**src/hw/rtl/arpc_pkg.sv**
```systemverilog
// Shared types, codes and constants of the ARP responder and address cache.
package arpc_pkg;

    localparam int ARPC_CACHE_ENTRIES = 128;

    // Payload widths of the stream channels.
    localparam int S_TDATA_W = 184;
    localparam int S_TUSER_W = 1;
    localparam int M_TDATA_W = 80;
    localparam int KIND_W    = 3;

    // Configuration port.
    localparam int CFG_IDX_W  = 1;
    localparam int CFG_DATA_W = 48;
    localparam logic [CFG_IDX_W-1:0] CFG_OWN_IP  = 1'b0;
    localparam logic [CFG_IDX_W-1:0] CFG_OWN_MAC = 1'b1;

    // Item commands carried in s_tuser.
    localparam logic CMD_MESSAGE = 1'b0;
    localparam logic CMD_LOOKUP  = 1'b1;

    // Result kinds carried in m_tuser.
    localparam logic [KIND_W-1:0] KIND_DROP   = 3'd0;
    localparam logic [KIND_W-1:0] KIND_REPLY  = 3'd1;
    localparam logic [KIND_W-1:0] KIND_CACHED = 3'd2;
    localparam logic [KIND_W-1:0] KIND_HIT    = 3'd3;
    localparam logic [KIND_W-1:0] KIND_MISS   = 3'd4;

    // ARP header values that a valid message must carry.
    localparam logic [15:0] HTYPE_ETH   = 16'h0001;
    localparam logic [15:0] PTYPE_IPV4  = 16'h0800;
    localparam logic [7:0]  HLEN_ETH    = 8'd6;
    localparam logic [7:0]  PLEN_IPV4   = 8'd4;
    localparam logic [15:0] OP_REQUEST  = 16'd1;
    localparam logic [15:0] OP_RESPONSE = 16'd2;

    // Commands from the controller to the datapath.
    typedef struct packed {
        logic              load;
        logic              scan_start;
        logic              scan_en;
        logic              insert;
        logic              out_load;
        logic [KIND_W-1:0] out_kind;
    } cmd_t;

    // Status from the datapath to the controller.
    typedef struct packed {
        logic is_lookup;
        logic msg_ok;
        logic op_request;
        logic op_response;
        logic scan_hit;
        logic scan_end;
        logic out_free;
    } sts_t;

endpackage

```
**src/hw/rtl/arpc_ctrl.sv**
```systemverilog
// Controller: sequences accept, classify, cache scan, insertion and result hand-off.
module arpc_ctrl (
    input  logic           aclk,
    input  logic           aresetn,
    input  logic           s_tvalid,
    output logic           s_tready,
    input  arpc_pkg::sts_t sts,
    output arpc_pkg::cmd_t cmd
);
    import arpc_pkg::*;

    localparam logic [1:0] ST_IDLE   = 2'd0;
    localparam logic [1:0] ST_DECIDE = 2'd1;
    localparam logic [1:0] ST_SCAN   = 2'd2;
    localparam logic [1:0] ST_FINISH = 2'd3;

    logic [1:0]        state_reg, state_next;
    logic [KIND_W-1:0] kind_reg, kind_next;

    always_ff @(posedge aclk) begin
        if (!aresetn) begin
            state_reg <= ST_IDLE;
            kind_reg  <= KIND_DROP;
        end else begin
            state_reg <= state_next;
            kind_reg  <= kind_next;
        end
    end

    always_comb begin
        state_next     = state_reg;
        kind_next      = kind_reg;
        cmd.load       = 1'b0;
        cmd.scan_start = 1'b0;
        cmd.scan_en    = 1'b0;
        cmd.insert     = 1'b0;
        cmd.out_load   = 1'b0;
        cmd.out_kind   = kind_reg;
        s_tready       = 1'b0;
        case (state_reg)
            ST_IDLE: begin
                s_tready = 1'b1;
                if (s_tvalid) begin
                    cmd.load   = 1'b1;
                    state_next = ST_DECIDE;
                end
            end
            ST_DECIDE: begin
                if (sts.is_lookup || (sts.msg_ok && sts.op_response)) begin
                    cmd.scan_start = 1'b1;
                    state_next     = ST_SCAN;
                end else begin
                    kind_next  = (sts.msg_ok && sts.op_request) ? KIND_REPLY : KIND_DROP;
                    state_next = ST_FINISH;
                end
            end
            ST_SCAN: begin
                if (sts.scan_hit) begin
                    kind_next  = sts.is_lookup ? KIND_HIT : KIND_CACHED;
                    state_next = ST_FINISH;
                end else if (sts.scan_end) begin
                    // A new sender address is learned into the next round-robin slot.
                    cmd.insert = !sts.is_lookup;
                    kind_next  = sts.is_lookup ? KIND_MISS : KIND_CACHED;
                    state_next = ST_FINISH;
                end else begin
                    cmd.scan_en = 1'b1;
                end
            end
            ST_FINISH: begin
                if (sts.out_free) begin
                    cmd.out_load = 1'b1;
                    state_next   = ST_IDLE;
                end
            end
            default: begin
                state_next = ST_IDLE;
            end
        endcase
    end

    a_out_load_free: assert property (@(posedge aclk) disable iff (!aresetn)
        cmd.out_load |-> sts.out_free)
        else $error("result loaded while the output register is occupied");

    a_insert_on_miss: assert property (@(posedge aclk) disable iff (!aresetn)
        cmd.insert |-> (sts.scan_end && !sts.scan_hit && !sts.is_lookup))
        else $error("cache insert without a completed missing scan");

    a_single_result: assert property (@(posedge aclk) disable iff (!aresetn)
        cmd.out_load |=> (state_reg == ST_IDLE))
        else $error("controller did not return to idle after a result");

endmodule

```
**config.mk**
```make
export PLATFORM = sky130hd
export DESIGN_NAME = arpc_ctrl
export DESIGN_NICKNAME = d
export VERILOG_FILES = /design/src/hw/rtl/arpc_pkg.sv /design/src/hw/rtl/arpc_ctrl.sv
export SDC_FILE = /design/constraint.sdc
export NUM_CORES = 1
export LEC_CHECK = 0
export BUFFER_PORTS_ARGS = -buffer_cell sky130_fd_sc_hd__buf_2
export CAP_MARGIN = 15
export CORE_AREA = 2 2 39 41
export CTS_CLUSTER_SIZE = 40
export DETAILED_ROUTE_END_ITERATION = 10
export DIE_AREA = 0 0 41 43
export PLACE_DENSITY = 0.53
export SLEW_MARGIN = 40
export SYNTH_ARGS = -nofsm -noshare
export SYNTH_HDL_FRONTEND = slang
export SYNTH_SLANG_ARGS = --single-unit
```
**constraint.sdc**
```tcl
create_clock -name aclk -period 2.8 [get_ports aclk]
set_input_delay 0.28 -clock aclk [delete_from_list [all_inputs] [get_ports aclk]]
set_output_delay 0.28 -clock aclk [all_outputs]
set_load 0.01 [all_outputs]
```
Yosys cells after proc, flatten, opt, wreduce, memory -nomap -nowiden
Index checks and enable logic that the tools add are counted.

Bits in registers: 5. Input bits: 10. Output and inout port bits: 9. Logic and storage cells: 41.

Equality and inequality tests: 7. Muxes and demuxes: 24. Reductions and logical operators: 8.

Operators with widths (count): two-way mux 1 bit (12); two-way mux 2 bit (6); two-way mux 3 bit (4); one-hot mux 2 bit (4 select lines) (1); inequality test 2 bit (second input constant) (3); one-hot mux 3 bit (2 select lines) (1); AND reduction 3 bit (2); equality test 2 bit (second input constant) (2); inequality test 3 bit (second input constant) (1); equality test 2 x 1 -> 1 bit (second input constant) (1); logical AND 1 bit (2); logical NOT 2 bit (1); nonzero test 2 bit (1); logical NOT 1 bit (1); logical OR 1 bit (1).

Logic depth before layout (Yosys ltp)
Gate-level depths: netlist of run 1.

Depth after elaboration: 4. Gate-level depth with buffers: 5. Mapped depth without buffers: 5.

Worst setup path before layout of run 1
No wires, ideal clock.

Path kind: register to register. Start: reg state_reg[0]. End: reg state_reg[1]. Arrival time: 1.471 ns. Data required time: 2.730 ns. Path slack: 1.259 ns. Stages on the path, launching flop included: 6. Period minus slack after synthesis: 1.541 ns. Cell sequence: dfxtp_1 -> inv_1 -> ha_1 -> nor3b_4 -> or4b_1 -> a21oi_1.

Longest elaborated chain between the ends: 3.

Ends and longest elaborated chain: start, declared (RTL line arpc_ctrl.sv:17) `logic [1:0] state_reg, state_next;`; start signal, assigned (RTL line arpc_ctrl.sv:25) `state_reg <= state_next;`; equality test 2 bit or logical NOT 2 bit (tied branches) (RTL line arpc_ctrl.sv:40) `case (state_reg)`; inequality test 3 bit (no line) or inequality test 2 bit (tied branches); AND reduction 3 bit (no line).

Several ways; a longest one is shown, not always the timed one. A chain may end at the register's enable or synchronous reset.

==> reports/summary.log, run 1 <==
[run_status] result of the run finished, final reports clean
[setup_path] worst endpoint required time 2.52 ns
[timing] number of pins exceeding their max-slew limit in the final report 0
[pwr] largest voltage drop on the vdd net 0.0002805 V
[placed_design] placed wire-length estimate after detailed placement 714.2 µm
[routing] antenna-violating nets left 0
[timing] RSZ-0062 raised after global routing no
[yosys] unique cell type count in the Yosys netlist 25
[timing] Final Hold Viols 0
[setup_path] Setup Crit Path Kind reg -> out
[routing] via count 395
[die] initial cell density of the core 28.66%
[yosys] top-count cell post-synth sky130_fd_sc_hd__dfxtp_1
[routing] number of DRC markers after the initial detailed-route iteration 9
[yosys] share of the synthesized area in the top cell type 25.24%
[yosys] post-synthesis sequential area ratio 25.24%
[routing] DRC violation count after routing 0
[clocking] H-Tree Depth 1
[timing] Final TNS setup 0 ns
[job] Max Cap Viol 0
[final_layout] Largest register FFs 3
[die] Die Span X 41 µm
[timing] total setup violations reported at the end of the flow 0
[clocking] clock sink count 5
[timing] final setup skew 0.004055 ns
[die] core region area 0.001384 mm²
[clocking] number of buffers added by the clock tree synthesis step 3
[routing] top layer used by detailed routing met4
[routing] total length of routed met3 wires 75 µm
[clocking] number of buffers on the longest clock path 2
[timing] actual transition at the worst max-transition pin 0.3781 ns
[pwr] P per Cell Area 792.7 mW/mm²
[timing] f_max 581.5 MHz
[pwr] Leakage Power 0.0002640 µW
[yosys] synthesis warning total 0
[global_route] wire length of the first global-routing pass 1.338 mm
[yosys] net count after synthesis 58
[die] I/O Pins 19
[yosys] Mapped Cells 44
[clocking] total of cells resized after clock tree synthesis 0
[global_route] grt ovf 0
[placed_design] post-place instance area 503.0 µm²
[routing] number of search-and-repair iterations in the first detailed-routing pass 4
[die] Rows 14
[timing] headroom to the max-slew limit 74.14%
[yosys] ys async rst share 0%
[final_layout] fraction of final layout cells with drive strength greater than 1 40.00%
[routing] via/cell ratio 4.877
[timing] post-route setup slack 1.080 ns
[final_layout] area of all placed cells without fillers 529.3 µm²
[clocking] number of post-CTS setup repair buffers 0
[final_layout] final net count 80
[final_layout] layout overhead on the synthesized area 33.44%
[setup_path] critical path fanouts, max 7
[clocking] Clock Root Buffer sky130_fd_sc_hd__clkbuf_4
[final_layout] # diodes 0
[setup_path] data arrival time of the worst path 1.44 ns
[yosys] flop and latch count out of synthesis 5
[routing] met1 layer wirelength in the final routing 387 µm
[routing] final routed wirelength across all metal layers 892 µm
[routing] final routed wire length divided by cell count 11.01 µm
[timing] Final min period 1.720 ns
[clocking] TritonCTS clock tree built
[placed_design] GPL Wtd Cong 0.6866
[yosys] post-synthesis area per instance 9.014 µm²
[yosys] top cell type by total area after synthesis sky130_fd_sc_hd__dfxtp_1
[global_route] GRT Resource Usage Total 11.76%
[global_route] largest net degree at the start of global routing 9
[global_route] number of antenna violations at the first check in global routing 0
[setup_path] Worst Reg2Reg Path Length in Cells 5
[yosys] Post-synth top flop sky130_fd_sc_hd__dfxtp_1
[timing] Hold Worst Slack 0.3571 ns
[clocking] Clock transition at path regs 0.05 ns
[min_path] worst hold stages 3
[routing] WL met2 413 µm
[clocking] clk_lat worst skew 0.25 ns
[yosys] top cell types by occurrence after synthesis sky130_fd_sc_hd__dfxtp_1 (5), sky130_fd_sc_hd__ha_1 (4), sky130_fd_sc_hd__inv_1 (4), sky130_fd_sc_hd__nand2_1 (4)
[die] Die Footprint 0.001763 mm²
[die] height of the die 43 µm
[yosys] number of enable-type register cells in the synthesized netlist 0
[yosys] cell area after technology mapping 396.6 µm²
[final_layout] Post-Layout Cell Count 81
[min_path] type of the tightest min-delay check in -> reg
[placed_design] Inst Count DP 77
[clocking] hold buffers post-CTS 0
[yosys] largest cells by area after synthesis sky130_fd_sc_hd__dfxtp_1 (25%), sky130_fd_sc_hd__ha_1 (13%), sky130_fd_sc_hd__mux2i_1 (7.6%)
[global_route] vias in the first global route 350
[timing] share of the cycle needed by the critical path after routing 61.42%
[final_layout] number of inserted filler cells in the final layout 156
[setup_path] type of element launching the critical path flip-flop
[setup_path] element type at the critical path end output port
[placed_design] worst slack, placed 1.171 ns
[placed_design] number of buffer cells added on primary ports 18
-- power breakdown --
group	switching, µW	internal, µW
logic	113	113
clock network	33.7	54.1
registers	17.0	89.3
total	164	256
-- path summary, 6_finish.rpt --
check / endpoint / from / slack (ns)
setup / recovery: cmd[5] / state_reg[0] / 1.08
setup reg to reg: state_reg[0] / state_reg[0] / 1.15
hold / removal: kind_reg[1] / aresetn / 0.36
hold reg to reg: kind_reg[1] / kind_reg[1] / 0.45
-- cell families (layout without fill, tap and decap cells) --
family / count (synthesis) / in the layout / synth area share (%)
fa+ha+maj: 4 / 4 / 12.62
compound gates: 10 / 10 / 18.30
simple gates: 17 / 17 / 31.55
flops: 5 / 5 / 25.24
mux: 3 / 3 / 7.571
buf+inv: 5 / 26 / 4.730
-- metal layers --
layer	global-route usage [%]	up-vias
met5	0	-
li1	-	199
met2	17.81	16
met1	12.58	178
met3	4.712	2
met4	8.000	0
-- through the flow --
stage                     util [%]  total power [µW]
final                        38.25             419.5
after global routing         38.25             458.4
after CTS                    38.25             427.6
after detailed placement     36.35             335.9
after global placement       36.35             335.9
after floorplan                  -             270.8
-- layout by cell type, fill, tap and decap left out, drive strengths merged, types with 3 or more instances in the layout --
| cell type | n |
|---|---|
| clkbuf | 4 |
| nand2 | 4 |
| and2 | 3 |
| ha | 4 |
| buf | 18 |
| a21oi | 3 |
| inv | 4 |
| dfxtp | 5 |
| mux2i | 3 |
-- worst max-delay path, stage by stage (launching register included) --
cell and delay [ns]:
sky130_fd_sc_hd__dfxtp_1 0.33, sky130_fd_sc_hd__inv_1 0.10, sky130_fd_sc_hd__ha_1 0.26, sky130_fd_sc_hd__nor3b_4 0.31, sky130_fd_sc_hd__buf_2 0.19
-- cell type report --
class | count | area [µm²] | share of cell area (%)
timing repair buffer | 18 | 90.09 | 17.02
inverter | 4 | 15.01 | 2.837
sequential | 5 | 100.1 | 18.91
clock buffer | 4 | 26.28 | 4.965
multi-input combinational | 34 | 277.8 | 52.48
tap | 16 | 20.02 | 3.783
Note: power is estimated with default switching activity, not from simulation.
==> run 2, diff against run 1 <==
==> constraint.sdc (replaced) <==
create_clock -name aclk -period 1.6 [get_ports aclk]
set_input_delay 0.16 -clock aclk [delete_from_list [all_inputs] [get_ports aclk]]
set_output_delay 0.16 -clock aclk [all_outputs]
set_load 0.01 [all_outputs]
==> run 2 against run 1 <==
Setup slack got worse by 1.0 ns. Critical endpoint is now state_reg[1]. Largest cell class unchanged. Clock power increased by 73%. Hold slack got worse by 0.13 ns. Via count increased by 1.5%. Critical path depth increased by 1. Register-to-register slack got worse by 1.1 ns. Wire length decreased by 1.6%. Non-clock buffer count increased by 4. First-iteration DRC count decreased by 78%. Critical path type is now reg -> reg. Combinational power increased by 110%. Sequential power increased by 67%.
==> reports/summary.log, run 2 (synthesis gave the netlist of run 1 again) <==
[setup_path] series of cell instances along the critical path inv_1 > ha_1 > nor3b_4 > or4b_1 > a21oi_2 [was inv_1 > ha_1 > nor3b_4 > buf_2]
[global_route] grt ovf 0 [unchanged]
[placed_design] GPL Wtd Cong 0.7059 [was 0.6866]
[setup_path] element type at the critical path end flip-flop [was output port]
[pwr] Leakage Power 0.0002846 µW [was 0.0002640 µW]
[placed_design] placed wire-length estimate after detailed placement 728.3 µm [was 714.2 µm]
[clocking] clk_lat worst skew 0.25 ns [about the same]
[timing] Final TNS setup 0 ns [unchanged]
[timing] number of pins exceeding their max-slew limit in the final report 0 [unchanged]
[global_route] number of antenna violations at the first check in global routing 0 [unchanged]
[final_layout] commonest cells after routing, fill and taps aside sky130_fd_sc_hd__buf_2 (18), sky130_fd_sc_hd__dfxtp_1 (5) [was sky130_fd_sc_hd__buf_2 (18), sky130_fd_sc_hd__dfxtp_1 (5), sky130_fd_sc_hd__inv_1 (4), sky130_fd_sc_hd__nand2_1 (4), sky130_fd_sc_hd__ha_1 (4)]
[die] Die Footprint 0.001763 mm² [unchanged]
[clocking] TritonCTS clock tree built [unchanged]
[routing] DRC violation count after routing 0 [unchanged]
[setup_path] type of element launching the critical path flip-flop [unchanged]
[setup_path] slowest stage cell, crit path sky130_fd_sc_hd__or4b_1 [was sky130_fd_sc_hd__dfxtp_1]
[die] Die Span X 41 µm [unchanged]
[routing] final routed wirelength across all metal layers 878 µm [was 892 µm]
[final_layout] combined area of the multi-input logic cells 287.8 µm² [was 277.8 µm²]
[global_route] most used routing layer in global routing met2 [unchanged]
[routing] number of search-and-repair iterations in the first detailed-routing pass 2 [was 4]
[placed_design] post-place instance area 533.0 µm² [was 503.0 µm²]
[timing] Final Hold Viols 0 [unchanged]
[die] Rows 14 [unchanged]
[setup_path] critical path fanouts, max 6 [was 7]
[final_layout] total area of sequential cells 100.1 µm² [unchanged]
[die] core region area 0.001384 mm² [unchanged]
[clocking] number of buffers on the longest clock path 2 [unchanged]
[timing] total setup violations reported at the end of the flow 0 [unchanged]
[die] I/O Pins 19 [unchanged]
[pwr] largest voltage drop on the vdd net 0.0005647 V [was 0.0002805 V]
[clocking] Clock Root Buffer sky130_fd_sc_hd__clkbuf_4 [unchanged]
[setup_path] data arrival time of the worst path 1.71 ns [was 1.44 ns]
[final_layout] number of inserted filler cells in the final layout 161 [was 156]
[final_layout] fraction of final layout cells with drive strength greater than 1 46.38% [was 40.00%]
[global_route] wire length of the first global-routing pass 1.324 mm [was 1.338 mm]
[min_path] type of the tightest min-delay check in -> reg [unchanged]
[placed_design] number of buffer cells added on primary ports 18 [unchanged]
[final_layout] layout overhead on the synthesized area 43.53% [was 33.44%]
[global_route] routing usage on met1 13.78% [was 12.58%]
[routing] via/cell ratio 4.718 [was 4.877]
[global_route] vias in the first global route 345 [was 350]
[final_layout] final core utilization 41.14% [was 38.25%]
[job] Max Cap Viol 0 [unchanged]
[setup_path] slowest cell delay on critical path 0.53 ns [was 0.33 ns]
[final_layout] final net count 84 [was 80]
[die] height of the die 43 µm [unchanged]
[setup_path] worst endpoint required time 1.79 ns [was 2.52 ns]
[placed_design] worst slack, placed 0.07932 ns [was 1.171 ns]
[global_route] GRT Resource Usage Total 12.04% [was 11.76%]
[clocking] H-Tree Depth 1 [unchanged]
[global_route] largest net degree at the start of global routing 9 [unchanged]
[setup_path] Worst R2R Start state_reg[0] [unchanged]
[routing] number of DRC markers after the initial detailed-route iteration 2 [was 9]
[timing] share of the cycle needed by the critical path after routing 95.36%
[final_layout] # diodes 0 [unchanged]
[timing] final setup skew 0.008937 ns [was 0.004055 ns]
[timing] headroom to the max-slew limit 72.55% [was 74.14%]
[final_layout] most common cell after layout, fill and taps aside sky130_fd_sc_hd__buf_2 [unchanged]
[run_status] result of the run finished, final reports clean [unchanged]
[routing] antenna-violating nets left 0 [unchanged]
[min_path] origin of the worst min-delay path aresetn [unchanged]
[routing] final routed wire length divided by cell count 10.33 µm [was 11.01 µm]
[die] initial cell density of the core 28.66% [unchanged]
[global_route] met2 capacity usage during global routing 16.56% [was 17.81%]
[timing] RSZ-0062 raised after global routing no [unchanged]
[final_layout] area of all placed cells without fillers 569.3 µm² [was 529.3 µm²]
[global_route] met3 layer usage reported by global route 6.283% [was 4.712%]
[clocking] clock sink count 5 [unchanged]
[clocking] number of buffers added by the clock tree synthesis step 3 [unchanged]
[final_layout] Largest register FFs 3 [unchanged]
[timing] Final min period 1.526 ns
[timing] f_max 655.4 MHz
[setup_path] Setup Crit Path Kind reg -> reg [was reg -> out]
[clocking] Clock transition at path regs 0.05 ns [about the same]
[pwr] P per Cell Area 1411 mW/mm² [was 792.7 mW/mm²]
[setup_path] Crit. Startpoint state_reg[0] [unchanged]
[routing] via count 401 [was 395]
[timing] post-route setup slack 0.07421 ns [was 1.080 ns]
[timing] actual transition at the worst max-transition pin 0.4014 ns [was 0.3781 ns]
## run 2: changes by cell type in the layout (fill, tap and decap cells not counted), sizes merged
cell and delta:
buf +4
## run 2: worst paths after layout
kind                                      to  cells past startpoint  slack (ns)
worst max register to register  state_reg[1]                      5        0.07
worst min register to register   kind_reg[1]                      2        0.45
worst max-delay path            state_reg[1]                      5        0.07
worst min-delay path            state_reg[1]                      3        0.23
## run 2: area by class of cell
cell class	count	share of cell area, %
sequential	5	17.58
inverter	4	2.637
tap	16	3.516
multi-input combinational	34	50.55
timing repair buffer	22	21.10
clock buffer	4	4.615
## run 2: per-layer routing
metal  vias to the layer above  routed length (µm)  share of wire (%)
met4                         0                  21                2.4
met5                         -                   0                  0
met1                       172                 391                 45
li1                        211                   -                  -
met3                         2                  85                9.7
met2                        16                 379                 43
## run 2: report_power, final
part           internal (µW)  switching, µW  leakage [µW]
logic                    252            223      0.000229
registers                156           20.7     0.0000408
clock network           94.6           57.3     0.0000150
total                    503            301      0.000285
## run 2: metrics by stage
stage | hold slack [ns] | total power [µW] | std cells
after global placement | 0.4395 | 643.2 | 81
after floorplan | 0.3396 | 473.9 | 44
after CTS | 0.2221 | 806.3 | 85
after global routing | 0.2330 | 869.4 | 85
final | 0.2285 | 803.3 | 85
after detailed placement | 0.4441 | 646.5 | 81
## run 2: critical path, delay by kind of cell (launching register included)
family | cells | cell delay, ns
simple gates | 2 | 0.70
fa+ha+maj | 1 | 0.21
compound gates | 1 | 0.13
buf+inv | 1 | 0.08
flops | 1 | 0.33
## run 2: repair_timing
action                                  4_1_cts  5_1_grt
setup buffers                                 0        0
hold buffers                                  0        0
resized for setup                             0        2
endpoints found under the setup margin        0        2
==> run 3, diff against run 2 <==
==> constraint.sdc (replaced) <==
create_clock -name aclk -period 1.68 [get_ports aclk]
set_input_delay 0.168 -clock aclk [delete_from_list [all_inputs] [get_ports aclk]]
set_output_delay 0.168 -clock aclk [all_outputs]
set_load 0.01 [all_outputs]
==> run 3 against run 2 <==
Non-clock buffer count is 3 lower. First-iteration DRC count grew to 6.0 times the previous value. Register-to-register slack better by 0.02 ns.
==> reports/summary.log, run 3 (synthesis gave the netlist of run 1 again) <==
[min_path] type of the tightest min-delay check in -> reg [unchanged]
[global_route] wire length of the first global-routing pass 1.235 mm [was 1.324 mm]
[clocking] Clock Root Buffer sky130_fd_sc_hd__clkbuf_4 [unchanged]
[timing] f_max 629.9 MHz [was 655.4 MHz]
[final_layout] Post-Layout Cell Count 82 [was 85]
[placed_design] worst slack, placed 0.07741 ns [was 0.07932 ns]
[global_route] GRT Resource Usage Total 10.57% [was 12.04%]
[timing] RSZ-0062 raised after global routing no [unchanged]
[setup_path] slowest cell delay on critical path 0.39 ns [was 0.53 ns]
[placed_design] number of buffer cells added on primary ports 18 [unchanged]
[routing] final routed wire length divided by cell count 10.20 µm [was 10.33 µm]
[global_route] grt ovf 0 [unchanged]
[timing] Final TNS setup 0 ns [unchanged]
[timing] final setup skew 0.002555 ns [was 0.008937 ns]
[final_layout] layout overhead on the synthesized area 35.65% [was 43.53%]
[routing] final routed wirelength across all metal layers 836 µm [was 878 µm]
[placed_design] placed wire-length estimate after detailed placement 676.2 µm [was 728.3 µm]
[clocking] H-Tree Depth 1 [unchanged]
[final_layout] most common cell after layout, fill and taps aside sky130_fd_sc_hd__buf_2 [unchanged]
[setup_path] slowest stage cell, crit path sky130_fd_sc_hd__dfxtp_1 [was sky130_fd_sc_hd__or4b_1]
[clocking] Clock transition at path regs 0.05 ns [about the same]
[clocking] clock sink count 5 [unchanged]
[pwr] largest voltage drop on the vdd net 0.0005391 V [was 0.0005647 V]
[setup_path] Worst R2R Setup Slack 0.09 ns [was 0.07 ns]
[placed_design] Inst Count DP 78 [was 81]
[setup_path] data arrival time of the worst path 1.72 ns [was 1.71 ns]
[global_route] vias in the first global route 307 [was 345]
[min_path] worst min-delay path endpoint kind_reg[1] [was state_reg[1]]
[timing] post-route setup slack 0.09240 ns [was 0.07421 ns]
[global_route] largest net degree at the start of global routing 9 [unchanged]
[job] Max Cap Viol 0 [unchanged]
[final_layout] fraction of final layout cells with drive strength greater than 1 42.42% [was 46.38%]
[timing] Final min period 1.588 ns [was 1.526 ns]
[pwr] P per Cell Area 1300 mW/mm² [was 1411 mW/mm²]
[setup_path] Setup Crit Path Kind reg -> reg [unchanged]
[setup_path] element type at the critical path end flip-flop [unchanged]
[setup_path] series of cell instances along the critical path inv_1 > ha_1 > and2b_4 > or3_1 > o32ai_1 [was inv_1 > ha_1 > nor3b_4 > or4b_1 > a21oi_2]
[die] Die Footprint 0.001763 mm² [unchanged]
[clocking] number of buffers on the longest clock path 2 [unchanged]
[setup_path] top cell family by delay on the critical path simple AND/OR/NAND/NOR gates [unchanged]
[setup_path] reg2reg end state_reg[0] [was state_reg[1]]
[clocking] hold buffers post-CTS 0 [unchanged]
[setup_path] worst endpoint required time 1.82 ns [was 1.79 ns]
[die] core region area 0.001384 mm² [unchanged]
[timing] Final Hold Viols 0 [unchanged]
[routing] number of search-and-repair iterations in the first detailed-routing pass 4 [was 2]
[placed_design] GPL Wtd Cong 0.6043 [was 0.7059]
[die] Die Span X 41 µm [unchanged]
[routing] antenna-violating nets left 0 [unchanged]
[setup_path] Buf/Inv on CP 1 [unchanged]
[final_layout] final net count 81 [was 84]
[pwr] Leakage Power 0.0002695 µW [was 0.0002846 µW]
[clocking] clk_lat worst skew 0.24 ns [was 0.25 ns]
[setup_path] critical path fanouts, max 5 [was 6]
[die] height of the die 43 µm [unchanged]
[global_route] number of antenna violations at the first check in global routing 0 [unchanged]
[timing] total setup violations reported at the end of the flow 0 [unchanged]
[final_layout] Largest register FFs 3 [unchanged]
[clocking] number of post-CTS setup repair buffers 0 [unchanged]
[min_path] worst hold stages 3 [unchanged]
[min_path] origin of the worst min-delay path aresetn [unchanged]
[setup_path] Worst Reg2Reg Path Length in Cells 5 [unchanged]
[final_layout] # diodes 0 [unchanged]
[timing] share of the cycle needed by the critical path after routing 94.50% [was 95.36%]
[setup_path] Crit. Startpoint state_reg[1] [was state_reg[0]]
[setup_path] type of element launching the critical path flip-flop [unchanged]
[die] Rows 14 [unchanged]
[routing] DRC violation count after routing 0 [unchanged]
[timing] actual transition at the worst max-transition pin 0.3584 ns [was 0.4014 ns]
[die] I/O Pins 19 [unchanged]
[clocking] TritonCTS clock tree built [unchanged]
[routing] number of DRC markers after the initial detailed-route iteration 12 [was 2]
[timing] headroom to the max-slew limit 75.49% [was 72.55%]
[routing] via count 380 [was 401]
[routing] via/cell ratio 4.634 [was 4.718]
[final_layout] commonest cells after routing, fill and taps aside sky130_fd_sc_hd__buf_2 (18), sky130_fd_sc_hd__inv_1 (4), sky130_fd_sc_hd__nand2_1 (4), sky130_fd_sc_hd__ha_1 (4), sky130_fd_sc_hd__dfxtp_1 (4) [was sky130_fd_sc_hd__buf_2 (18), sky130_fd_sc_hd__dfxtp_1 (5)]
[timing] number of pins exceeding their max-slew limit in the final report 0 [unchanged]
[die] initial cell density of the core 28.66% [unchanged]
[run_status] result of the run finished, final reports clean [unchanged]
[setup_path] Worst R2R Start state_reg[1] [was state_reg[0]]
[clocking] number of buffers added by the clock tree synthesis step 3 [unchanged]
-- run 3: layer usage --
metal	part of all wire [%]	global-route usage, %	wire length, µm
met1	50	13.64	414
met2	42	15.00	351
met3	8.4	7.853	70
met4	0	0	0
met5	0	0	0
-- run 3: report_power, final --
group	leakage, µW	internal [µW]	switching, µW	total (µW)
registers	0.0000410	151	30.2	181
logic	0.000214	193	185	378
clock network	0.0000150	89.8	49.6	139
-- run 3: stage by stage --
stage / power, µW / hold slack [ns] / utilization (%) / area (µm²)
2_1_floorplan: 451.3 / 0.3476 / - / 396.6
3_3_place_gp: 562.6 / 0.4429 / 36.89 / 510.5
3_5_place_dp: 561.0 / 0.4531 / 36.89 / 510.5
4_1_cts: 708.6 / 0.2388 / 38.79 / 536.8
5_1_grt: 760.8 / 0.2541 / 38.88 / 538.0
6_report: 699.2 / 0.2445 / 38.88 / 538.0
-- run 3: cell type report --
type | count | area, µm²
multi-input cells | 34 | 277.8
repair buffers | 19 | 97.59
inverters | 4 | 15.01
well taps | 16 | 20.02
clock buffers | 4 | 26.28
fillers | 145 | 845.8
flip-flops and latches | 5 | 101.3
-- run 3: worst max-delay path by stage --
stage                    to  slack (ns)  cells past startpoint
6_report       state_reg[0]        0.09                      5
5_1_grt        state_reg[0]       0.009                      5
4_1_cts        state_reg[0]        0.07                      5
3_5_place_dp   state_reg[0]        0.08                      5
3_3_place_gp   state_reg[1]        0.09                      5
2_1_floorplan  state_reg[1]        0.14                      5
-- run 3: what timing repair did --
item                       4_1_cts  5_1_grt
hold endpoints to repair         0        0
gates resized for setup          0        1
setup endpoints to repair        0        2
-- run 3: worst register-to-register path: stages (launching register included) --
cell	delay [ns]
sky130_fd_sc_hd__dfxtp_1	0.39
sky130_fd_sc_hd__inv_1	0.09
sky130_fd_sc_hd__ha_1	0.22
sky130_fd_sc_hd__and2b_4	0.18
sky130_fd_sc_hd__or3_1	0.34
sky130_fd_sc_hd__o32ai_1	0.27
